$ cat config.mk
export PLATFORM = sky130hd
export DESIGN_NAME = midi_track_event_parser_unit
export DESIGN_NICKNAME = d
export VERILOG_FILES = /design/src/design/midi_tep_pkg.sv /design/src/design/midi_track_event_parser_unit.sv
export SDC_FILE = /design/constraint.sdc
export NUM_CORES = 1
export LEC_CHECK = 0
export BUFFER_PORTS_ARGS = -buffer_cell sky130_fd_sc_hd__buf_2
export CORE_UTILIZATION = 43
export DETAILED_ROUTE_END_ITERATION = 7
export GPL_ROUTABILITY_DRIVEN = 0
export PLACE_DENSITY = 0.66
export SETUP_SLACK_MARGIN = 0.3
export SLEW_MARGIN = 15
export SYNTH_ARGS = -nofsm -noshare
export SYNTH_HDL_FRONTEND = slang
export SYNTH_SLANG_ARGS = --single-unit
$ cat constraint.sdc
create_clock -name clk_i -period 6 [get_ports clk_i]
set_input_delay 0.6 -clock clk_i [delete_from_list [all_inputs] [get_ports clk_i]]
set_output_delay 0.6 -clock clk_i [all_outputs]
set_load 0.05 [all_outputs]
$ cat src/design/midi_tep_pkg.sv
package midi_tep_pkg;

  // parser phases
  typedef enum logic [3:0] {
    PH_DELTA  = 4'd0,
    PH_STATUS = 4'd1,
    PH_DATA1  = 4'd2,
    PH_DATA2  = 4'd3,
    PH_MCODE  = 4'd4,
    PH_MLEN   = 4'd5,
    PH_TEMPO  = 4'd6,
    PH_SXLEN  = 4'd7,
    PH_SKIP   = 4'd8
  } phase_e;

  // reported event kinds
  typedef enum logic [2:0] {
    KIND_CHANNEL    = 3'd0,
    KIND_SET_TEMPO  = 3'd1,
    KIND_OTHER_META = 3'd2,
    KIND_END_TRACK  = 3'd3,
    KIND_SYSEX      = 3'd4
  } event_kind_e;

  localparam logic [7:0] StatusMeta     = 8'hFF;
  localparam logic [7:0] StatusSysex    = 8'hF0;
  localparam logic [7:0] StatusSysexEsc = 8'hF7;
  localparam logic [7:0] MetaEndTrack   = 8'h2F;
  localparam logic [7:0] MetaSetTempo   = 8'h51;
  localparam logic [3:0] HiProgChange   = 4'hC;
  localparam logic [3:0] HiChanPress    = 4'hD;
  localparam logic [31:0] TempoLen      = 32'd3;

  // number of data bytes a channel status takes
  function automatic logic [1:0] params_for(input logic [7:0] st);
    params_for = (st[7:4] == HiProgChange || st[7:4] == HiChanPress) ? 2'd1 : 2'd2;
  endfunction

endpackage

$ cat src/design/midi_track_event_parser_unit.sv
// channel | handshake              | payload
// in      | in_valid_i/in_stall_o  | data_byte_i, track_start_i
// out     | out_valid_o/out_stall_i| event_kind_o .. tempo_value_o
//
// one byte per cycle sustained unless out_stall_i holds a full result
// register; a byte is parsed while it sits in the input register and its
// event (if any) enters the result register once that register can advance.
// reset clears all parser state and leaves parsing stopped until a byte
// with track_start_i set arrives.
// out_stall_i holds the result register and, once the input register is
// also full, raises in_stall_o in the same cycle.
module midi_track_event_parser_unit
  import midi_tep_pkg::*;
(
  input  logic        clk_i,
  input  logic        rst_ni,
  input  logic        in_valid_i,
  output logic        in_stall_o,
  input  logic [7:0]  data_byte_i,
  input  logic        track_start_i,
  output logic        out_valid_o,
  input  logic        out_stall_i,
  output logic [2:0]  event_kind_o,
  output logic [31:0] delta_time_o,
  output logic [7:0]  status_byte_o,
  output logic [7:0]  data_one_o,
  output logic [7:0]  data_two_o,
  output logic [7:0]  meta_code_o,
  output logic [31:0] payload_length_o,
  output logic [23:0] tempo_value_o
);

  // input register
  logic       in_valid_q;
  logic [7:0] in_data_q;
  logic       in_start_q;
  logic       advance;

  // parser state
  phase_e      phase_q, phase_d;
  logic [31:0] delta_q, delta_d;
  logic [7:0]  run_status_q, run_status_d;
  logic [7:0]  cur_status_q, cur_status_d;
  logic [7:0]  first_data_q, first_data_d;
  logic [1:0]  needed_q, needed_d;
  logic [7:0]  meta_code_q, meta_code_d;
  logic [31:0] len_q, len_d;
  logic [31:0] skip_q, skip_d;
  logic [23:0] tempo_q, tempo_d;
  logic        ended_q, ended_d;

  // event produced by this beat
  logic        ev_fire;
  event_kind_e ev_kind;
  logic [31:0] ev_delta;
  logic [7:0]  ev_status, ev_d1, ev_d2, ev_mcode;
  logic [31:0] ev_len;
  logic [23:0] ev_tempo;

  // result register
  logic        out_valid_q;
  event_kind_e out_kind_q;
  logic [31:0] out_delta_q;
  logic [7:0]  out_status_q, out_d1_q, out_d2_q, out_mcode_q;
  logic [31:0] out_len_q;
  logic [23:0] out_tempo_q;

  // handshake
  assign advance    = !out_valid_q || !out_stall_i;
  assign in_stall_o = in_valid_q && !advance;

  always_ff @(posedge clk_i or negedge rst_ni) begin
    if (!rst_ni) begin
      in_valid_q <= 1'b0;
    end else if (!in_stall_o) begin
      in_valid_q <= in_valid_i;
    end
  end

  always_ff @(posedge clk_i) begin
    if (!in_stall_o && in_valid_i) begin
      in_data_q  <= data_byte_i;
      in_start_q <= track_start_i;
    end
  end

  // parse one byte
  always_comb begin
    logic [7:0]  b;
    logic        more;
    logic [31:0] skip_dec;
    b        = in_data_q;
    more     = b[7];
    skip_dec = 32'd0;

    phase_d      = phase_q;
    delta_d      = delta_q;
    run_status_d = run_status_q;
    cur_status_d = cur_status_q;
    first_data_d = first_data_q;
    needed_d     = needed_q;
    meta_code_d  = meta_code_q;
    len_d        = len_q;
    skip_d       = skip_q;
    tempo_d      = tempo_q;
    ended_d      = ended_q;

    ev_fire   = 1'b0;
    ev_kind   = KIND_CHANNEL;
    ev_delta  = 32'd0;
    ev_status = 8'd0;
    ev_d1     = 8'd0;
    ev_d2     = 8'd0;
    ev_mcode  = 8'd0;
    ev_len    = 32'd0;
    ev_tempo  = 24'd0;

    if (in_valid_q && advance) begin
      // new track clears everything, running status included
      if (in_start_q) begin
        phase_d      = PH_DELTA;
        delta_d      = 32'd0;
        run_status_d = 8'd0;
        cur_status_d = 8'd0;
        first_data_d = 8'd0;
        needed_d     = 2'd0;
        meta_code_d  = 8'd0;
        len_d        = 32'd0;
        skip_d       = 32'd0;
        tempo_d      = 24'd0;
        ended_d      = 1'b0;
      end

      if (!ended_d) begin
        unique case (phase_d)
          PH_DELTA: begin
            delta_d = {delta_d[24:0], b[6:0]};
            if (!more) phase_d = PH_STATUS;
          end
          PH_STATUS: begin
            if (b == StatusMeta) begin
              cur_status_d = b;
              phase_d      = PH_MCODE;
            end else if (b == StatusSysex || b == StatusSysexEsc) begin
              cur_status_d = b;
              len_d        = 32'd0;
              phase_d      = PH_SXLEN;
            end else if (more) begin
              cur_status_d = b;
              needed_d     = params_for(b);
              phase_d      = PH_DATA1;
            end else begin
              // running status: this byte is the first data byte
              cur_status_d = run_status_d;
              first_data_d = b;
              needed_d     = params_for(run_status_d);
              if (needed_d == 2'd1) begin
                run_status_d = cur_status_d;
                ev_fire      = 1'b1;
                ev_kind      = KIND_CHANNEL;
                ev_status    = cur_status_d;
                ev_d1        = b;
              end else begin
                phase_d = PH_DATA2;
              end
            end
          end
          PH_DATA1: begin
            first_data_d = b;
            if (needed_d == 2'd1) begin
              run_status_d = cur_status_d;
              ev_fire      = 1'b1;
              ev_kind      = KIND_CHANNEL;
              ev_status    = cur_status_d;
              ev_d1        = b;
            end else begin
              phase_d = PH_DATA2;
            end
          end
          PH_DATA2: begin
            run_status_d = cur_status_d;
            ev_fire      = 1'b1;
            ev_kind      = KIND_CHANNEL;
            ev_status    = cur_status_d;
            ev_d1        = first_data_d;
            ev_d2        = b;
          end
          PH_MCODE: begin
            meta_code_d = b;
            len_d       = 32'd0;
            phase_d     = PH_MLEN;
          end
          PH_MLEN: begin
            len_d = {len_d[24:0], b[6:0]};
            if (!more) begin
              if (meta_code_d == MetaEndTrack) begin
                ended_d   = 1'b1;
                ev_fire   = 1'b1;
                ev_kind   = KIND_END_TRACK;
                ev_status = StatusMeta;
                ev_mcode  = MetaEndTrack;
                ev_len    = len_d;
              end else if (meta_code_d == MetaSetTempo && len_d == TempoLen) begin
                tempo_d = 24'd0;
                skip_d  = TempoLen;
                phase_d = PH_TEMPO;
              end else if (len_d == 32'd0) begin
                ev_fire   = 1'b1;
                ev_kind   = KIND_OTHER_META;
                ev_status = StatusMeta;
                ev_mcode  = meta_code_d;
                ev_len    = len_d;
              end else begin
                skip_d  = len_d;
                phase_d = PH_SKIP;
              end
            end
          end
          PH_TEMPO: begin
            tempo_d = {tempo_d[15:0], b};
            skip_d  = skip_d - 32'd1;
            if (skip_d == 32'd0) begin
              ev_fire   = 1'b1;
              ev_kind   = KIND_SET_TEMPO;
              ev_status = StatusMeta;
              ev_mcode  = MetaSetTempo;
              ev_len    = TempoLen;
              ev_tempo  = tempo_d;
            end
          end
          PH_SXLEN: begin
            len_d = {len_d[24:0], b[6:0]};
            if (!more) begin
              if (len_d == 32'd0) begin
                ev_fire   = 1'b1;
                ev_kind   = KIND_SYSEX;
                ev_status = cur_status_d;
                ev_len    = len_d;
              end else begin
                skip_d  = len_d;
                phase_d = PH_SKIP;
              end
            end
          end
          PH_SKIP: begin
            if (skip_d != 32'd0) skip_dec = skip_d - 32'd1;
            skip_d = skip_dec;
            if (skip_dec == 32'd0) begin
              ev_fire = 1'b1;
              ev_len  = len_d;
              if (cur_status_d == StatusMeta) begin
                ev_kind   = KIND_OTHER_META;
                ev_status = StatusMeta;
                ev_mcode  = meta_code_d;
              end else begin
                ev_kind   = KIND_SYSEX;
                ev_status = cur_status_d;
              end
            end
          end
          default: begin
            phase_d = PH_DELTA;
          end
        endcase

        // an emitted event restarts the event scan
        if (ev_fire) begin
          ev_delta = delta_d;
          phase_d  = PH_DELTA;
          delta_d  = 32'd0;
          len_d    = 32'd0;
          tempo_d  = 24'd0;
          skip_d   = 32'd0;
        end
      end
    end
  end

  // parser state registers
  always_ff @(posedge clk_i or negedge rst_ni) begin
    if (!rst_ni) begin
      phase_q      <= PH_DELTA;
      delta_q      <= 32'd0;
      run_status_q <= 8'd0;
      cur_status_q <= 8'd0;
      first_data_q <= 8'd0;
      needed_q     <= 2'd0;
      meta_code_q  <= 8'd0;
      len_q        <= 32'd0;
      skip_q       <= 32'd0;
      tempo_q      <= 24'd0;
      ended_q      <= 1'b1;
    end else begin
      phase_q      <= phase_d;
      delta_q      <= delta_d;
      run_status_q <= run_status_d;
      cur_status_q <= cur_status_d;
      first_data_q <= first_data_d;
      needed_q     <= needed_d;
      meta_code_q  <= meta_code_d;
      len_q        <= len_d;
      skip_q       <= skip_d;
      tempo_q      <= tempo_d;
      ended_q      <= ended_d;
    end
  end

  // result register valid
  always_ff @(posedge clk_i or negedge rst_ni) begin
    if (!rst_ni) begin
      out_valid_q <= 1'b0;
    end else if (advance) begin
      out_valid_q <= ev_fire;
    end
  end

  // result register payload
  always_ff @(posedge clk_i) begin
    if (ev_fire) begin
      out_kind_q   <= ev_kind;
      out_delta_q  <= ev_delta;
      out_status_q <= ev_status;
      out_d1_q     <= ev_d1;
      out_d2_q     <= ev_d2;
      out_mcode_q  <= ev_mcode;
      out_len_q    <= ev_len;
      out_tempo_q  <= ev_tempo;
    end
  end

  assign out_valid_o      = out_valid_q;
  assign event_kind_o     = out_kind_q;
  assign delta_time_o     = out_delta_q;
  assign status_byte_o    = out_status_q;
  assign data_one_o       = out_d1_q;
  assign data_two_o       = out_d2_q;
  assign meta_code_o      = out_mcode_q;
  assign payload_length_o = out_len_q;
  assign tempo_value_o    = out_tempo_q;

endmodule
# Word level (Yosys, flattened, before mapping)
# Cells that the tools add are included.
dict set report totals {
  reg_bits 293
  inputBits 13
  out_inout_bits 125
}
dict set report classes {
  addsub 1
  n_eq_ne 21
  muxes 149
  n_bitwise 5
  n_reduce_logical 23
}
# cell n
set op_table {}
lappend op_table {{2-to-1 mux 32 bit} 29}
lappend op_table {{2-to-1 mux 8 bit} 41}
lappend op_table {{one-hot mux 32 bit (4 select lines)} 2}
lappend op_table {{2-to-1 mux 24 bit} 6}
lappend op_table {{zero test 32 bit} 3}
lappend op_table {{one-hot mux 32 bit (3 select lines)} 1}
lappend op_table {{2-to-1 mux 4 bit} 15}
lappend op_table {{one-hot mux 8 bit (7 select lines)} 1}
lappend op_table {{one-hot mux 24 bit (2 select lines)} 1}
lappend op_table {{one-hot mux 8 bit (3 select lines)} 2}
lappend op_table {{2-to-1 mux 7 bit} 5}
lappend op_table {{== test 32 x 2 -> 1 bit, second input constant} 1}
lappend op_table {{== test 8 bit, second input constant} 4}
lappend op_table {{one-hot mux 8 bit (2 select lines)} 2}
lappend op_table {{nonzero test 32 bit} 1}
lappend op_table {{subtractor 32 x 1 -> 32 bit, second input constant} 1}
lappend op_table {{2-to-1 mux 2 bit} 14}
lappend op_table {{one-hot mux 4 bit (7 select lines)} 1}
lappend op_table {{2-to-1 mux 1 bit} 23}
lappend op_table {{== test 4 bit, second input constant} 5}
lappend op_table {{== test 4 x 3 -> 1 bit, second input constant} 4}
lappend op_table {{2-to-1 mux 3 bit} 4}
lappend op_table {{one-hot mux 3 bit (4 select lines)} 1}
lappend op_table {{OR reduction 3 bit} 3}
lappend op_table {{other kinds (13)} 29}

# Depth between registers and ports, before layout
dict set report depth {
  word_depth 17
  ltp_mapped 19
}

# Worst setup path before layout
# Ideal clock, no wire load.
dict set report synth_path {
  path_kind {flip-flop to flip-flop}
  from {reg in_start_q}
  to {reg out_d1_q[0] (netlist: data_one_o[0]) (enable)}
  arrival_time_ns 6.109
  required_time_ns 5.524
  setup_slack_ns -0.585
  path_stages_with_launch 20
  path_cell_list {edfxtp_1 buf_2 buf_2 clkinv_1 clkbuf_1 clkbuf_1 nand2_1 ha_1 buf_2 and2_1 a21oi_1 nor2_1 o22a_1 nor4_4 nand4_1 o21ai_2 buf_4 nand2_4 buf_2 inv_1}
}
dict set report synth_between {
  elab_chain_cells 15
  word_cells_on_any_way 57
}
# element line
set synth_lines {}
lappend synth_lines {{start, declared} midi_track_event_parser_unit.sv:36} ;# logic in_start_q;
lappend synth_lines {{start signal, assigned} midi_track_event_parser_unit.sv:83} ;# in_start_q <= track_start_i;
lappend synth_lines {{branches (longest 13 deep; another with subtractor 32 x 1 -> 32 bit)} --}
lappend synth_lines {{2-to-1 mux 1 bit (*)} midi_track_event_parser_unit.sv:134} ;# if (!ended_d) begin
lappend synth_lines {{2-to-1 mux 1 bit (*)} midi_track_event_parser_unit.sv:118} ;# if (in_valid_q && advance) begin
lappend synth_lines {{named net ev_fire} midi_track_event_parser_unit.sv:53} ;# logic ev_fire;
lappend synth_lines {{end signal, assigned} midi_track_event_parser_unit.sv:323} ;# out_d1_q <= ev_d1;
lappend synth_lines {{end, declared} midi_track_event_parser_unit.sv:64} ;# logic [7:0] out_status_q, out_d1_q, out_d2_q, out_mcode_q;
# Mark *: on every way through the listed nets, which the timed path passes. The select of a mux whose other input is x is not followed.
# A chain may end at the register's enable or synchronous reset.

# Final worst setup path
dict set report layout_path {
  from {reg in_start_q}
  to {reg out_len_q[19] (netlist: payload_length_o[19]) (enable)}
}
dict set report layout_between {
  elab_chain_cells 15
  word_cells_on_any_way 57
}
# element line
set layout_lines {}
lappend layout_lines {{branches (longest 13 deep; another with subtractor 32 x 1 -> 32 bit)} --}
lappend layout_lines {{2-to-1 mux 1 bit (*)} midi_track_event_parser_unit.sv:134}
lappend layout_lines {{2-to-1 mux 1 bit (*)} midi_track_event_parser_unit.sv:118}
lappend layout_lines {{named net ev_fire} midi_track_event_parser_unit.sv:53}
lappend layout_lines {{end signal, assigned} midi_track_event_parser_unit.sv:326} ;# out_len_q <= ev_len;
lappend layout_lines {{end, declared} midi_track_event_parser_unit.sv:65} ;# logic [31:0] out_len_q;
# Marks and branches as above.

==> flow_summary.toml <==
[timing]
finalSetupViolations = 0
grt_setup_unrepaired = "false"
tns_ps = 0
slew_headroom_pct = 22.60
period_needed_ps = 4743
skew_ps = 18.33
final.setup.worst_slack_ps = 1257
min_period_over_period_pct = 79.05
finalHoldViolations = 0
timing.fmax_mhz = 210.8
worst_pin_slew_ps = 1155
slew_viol_final = 0

[critical_path]
crit_path_end_kind = "flip-flop"
crit_arrival_ps = 4940
ff2ff_setup_slack_ps = 1260
start_kind = "flip-flop"
worst-setup-path-type = "reg2reg"
r2r_end = "payload_length_o[19]"
timing.rr.start = "in_start_q"
rr_worst_depth = 14
required_ps = 6200
cp_max_fo = 94

[yosys]
syn_nets = 1359
synthArstFlopShare_pct = 53.68
synthesis.area_um2 = 14110
ys_warn_count = 0
yosysSeqAreaShare_pct = 55.25
synthFlopType = "dfrtp_1"
synth_edf_count = 132
postSynthAreaPerCell_um2 = 10.50
synth_seq_cells = 285
synth.distinct_cells = 84
netlist_instances = 1344

[clock_network]
postCtsSetupRepairBufs = 0
clock_latency_ps = 560
cts_buffers = 30
cts.sinks = 285
cts_root_buf = "clkbuf_16"
holdBufCountCts = 0
ctsResizeCount = 0
cts_max_path_buffers = 3
cts.clk_slew.worst_paths_ps = 60
cts_tree = "built"
htreeDepth = 1

[final_layout]
fin_nets = 1455
final-seq-area_um2 = 7794
fin_area_um2 = 16140
area_growth_pct = 14.43
utilization_pct = 50.63
nFillCells = 2882
multi_input_area_um2 = 5806
n_antenna_cell = 0
drive_gt1_share_pct = 17.62

[floorplan]
die_y_um = 183.1
die_w_um = 183.1
rows = 65
dieArea_um2 = 33530
ioPinCount = 138
start_util_pct = 44.25
core_um2 = 31880

[global_route]
track_usage_pct = 23.35
grt_pass1_vias = 10800
grt_pass1_wl_um = 61730
grt_antenna_before_repair = 0
gr-total-overflow = 0
grt_max_degree = 102

[placed_design]
port-buffer-count = 137
pre_cts_slack_ps = 1371
post_dp_cell_area_um2 = 15160
post-dp-hpwl_um = 25480

[run]
maxCapViolCount = 0

[detailed_routing]
wl_per_cell_um = 20.76
ant_nets = 0
drtPass1Iterations = 8
vias = 11560
drt_iter0_drc = 1589
drc_errors = 0
via_per_inst = 6.085
wirelength_um = 39430

[power]
power_mw = 5.151
powerDensity_nw_per_um2 = 319.1
max-vdd-ir-drop_v = 0.0001989
leakagePower_nw = 6.171

[status]
status = "completed"

[min_path]
hold_class = "in2async"
[where the power goes]
group / switching, mW / internal [mW] / total, mW
sequential: 0.174 / 2.19 / 2.36
combinational: 0.628 / 0.317 / 0.946
clock: 0.763 / 1.08 / 1.85
total: 1.57 / 3.59 / 5.15
[cells in the mapped netlist (5+ instances only)]
library cell | number | area [um^2]
buf_2 | 25 | 125.1
nor2b_1 | 15 | 93.84
a21oi_1 | 70 | 350.3
nor3_1 | 30 | 150.1
o21ai_0 | 82 | 410.4
buf_6 | 6 | 67.56
xor2_1 | 7 | 61.31
or4_1 | 5 | 37.54
o41ai_1 | 5 | 43.79
o31ai_1 | 14 | 105.1
nor2_1 | 78 | 292.8
and3_1 | 14 | 87.58
o22ai_1 | 5 | 31.28
nand2b_1 | 9 | 56.30
clkbuf_1 | 64 | 240.2
a221oi_1 | 8 | 70.07
o211ai_1 | 7 | 52.55
o21a_1 | 5 | 37.54
inv_1 | 19 | 71.32
a31oi_1 | 9 | 56.30
a22o_1 | 134 | 1174
o21ai_1 | 7 | 35.03
a22oi_1 | 40 | 300.3
nand2_1 | 183 | 686.9
a21o_1 | 13 | 97.59
dfrtp_1 | 152 | 3804
nor3b_1 | 5 | 37.54
edfxtp_1 | 132 | 3964
nand4_1 | 13 | 81.33
buf_1 | 6 | 22.52
nand3_1 | 29 | 145.1
or3_1 | 6 | 37.54
and2_1 | 36 | 225.2
nor4_1 | 21 | 131.4
[logic make-up (layout without fill, tap and decap cells)]
family          after synthesis  in the layout  synth area share, %
compound gates              435            435                21.99
xor+xnor                     11             11               0.6830
fa+ha+maj                     2              2               0.1774
buf+inv                     124            244                3.920
flops                       285            285                55.25
mux                           3              3               0.2129
simple gates                484            484                17.77
[cell usage in the layout (no fill, tap or decap), drive strengths merged, types with 8 or more instances in the layout]
master / synthesis / routed
a221oi: 8 / 8
nand2b: 9 / 9
nor3: 32 / 32
nor4: 26 / 26
nor2: 80 / 80
a21o: 13 / 13
buf: 40 / 168
o21ai: 92 / 92
nand4: 14 / 14
and2: 36 / 36
inv: 19 / 18
nand3: 29 / 29
o31ai: 14 / 14
edfxtp: 132 / 132
clkinv: 1 / 15
nand2: 185 / 185
a22o: 134 / 134
nor2b: 15 / 15
a22oi: 40 / 40
a31oi: 9 / 9
a21oi: 71 / 71
dfrtp: 152 / 152
and3: 14 / 14
clkbuf: 64 / 38
[through the flow]
step / hold WS (ps) / std cells
final: 148.9 / 1899
after global routing: 215.3 / 1899
after CTS: 194.4 / 1899
after detailed placement: 467.1 / 1843
after global placement: 460.2 / 1843
after floorplan: 304.4 / 1344
[layer usage]
layer | up-vias | wire (um) | share of wire [%] | global-route usage (%)
met4 | 0 | 965 | 2.4 | 7.133
met5 | - | 0 | 0 | 0
li1 | 5254 | - | - | -
met3 | 71 | 3615 | 9.2 | 3.654
met1 | 5642 | 17340 | 44 | 34.06
met2 | 589 | 17510 | 44 | 35.74
[registers in the layout (all words and copies together) (netlist names)]
signal / cells
len_q: 32
cur_status_q: 8
data_one_o: 8
tempo_q: 16
run_status_q: 8
in_start_q: 1
status_byte_o: 8
ended_q: 1
first_data_q: 8
needed_q: 2
in_valid_q: 1
phase_q: 4
payload_length_o: 32
in_data_q: 8
data_two_o: 8
out_valid_o: 1
meta_code_o: 8
delta_q: 32
meta_code_q: 8
tempo_value_o: 24
skip_q: 32
event_kind_o: 3
delta_time_o: 32
[worst max-delay path, cell delays in order (launching register included)]
cell	delay, ps
edfxtp_1	380
clkinv_1	80
buf_4	230
nand2_1	170
ha_1	630
nor4b_1	520
a21oi_2	200
nor4_1	300
o32ai_2	190
nor3b_1	290
nand4_1	150
o21ai_2	270
nand2_4	280
clkinvlp_4	210
buf_12	350
[worst max path at each step]
stage               slack, ps  startpoint              endpoint  cells past startpoint
detailed placement       1370  in_start_q  payload_length_o[20]                     14
global route              880  in_start_q     tempo_value_o[10]                     13
floorplan                 390  in_start_q         data_one_o[0]                     19
finish                   1260  in_start_q  payload_length_o[19]                     14
global placement         1500  in_start_q      tempo_value_o[2]                     13
CTS                      1300  in_start_q  payload_length_o[19]                     14
[area by class of cell]
| class | instances | area share [%] |
|---|---|---|
| flip-flops and latches | 285 | 48.28 |
| multi-input cells | 935 | 35.97 |
| repair buffers | 168 | 5.806 |
| clock buffers | 38 | 5.031 |
| well taps | 435 | 3.372 |
| clock inverters | 18 | 1.054 |
| inverters | 20 | 0.4883 |
Power figures use the tool's default switching activity.
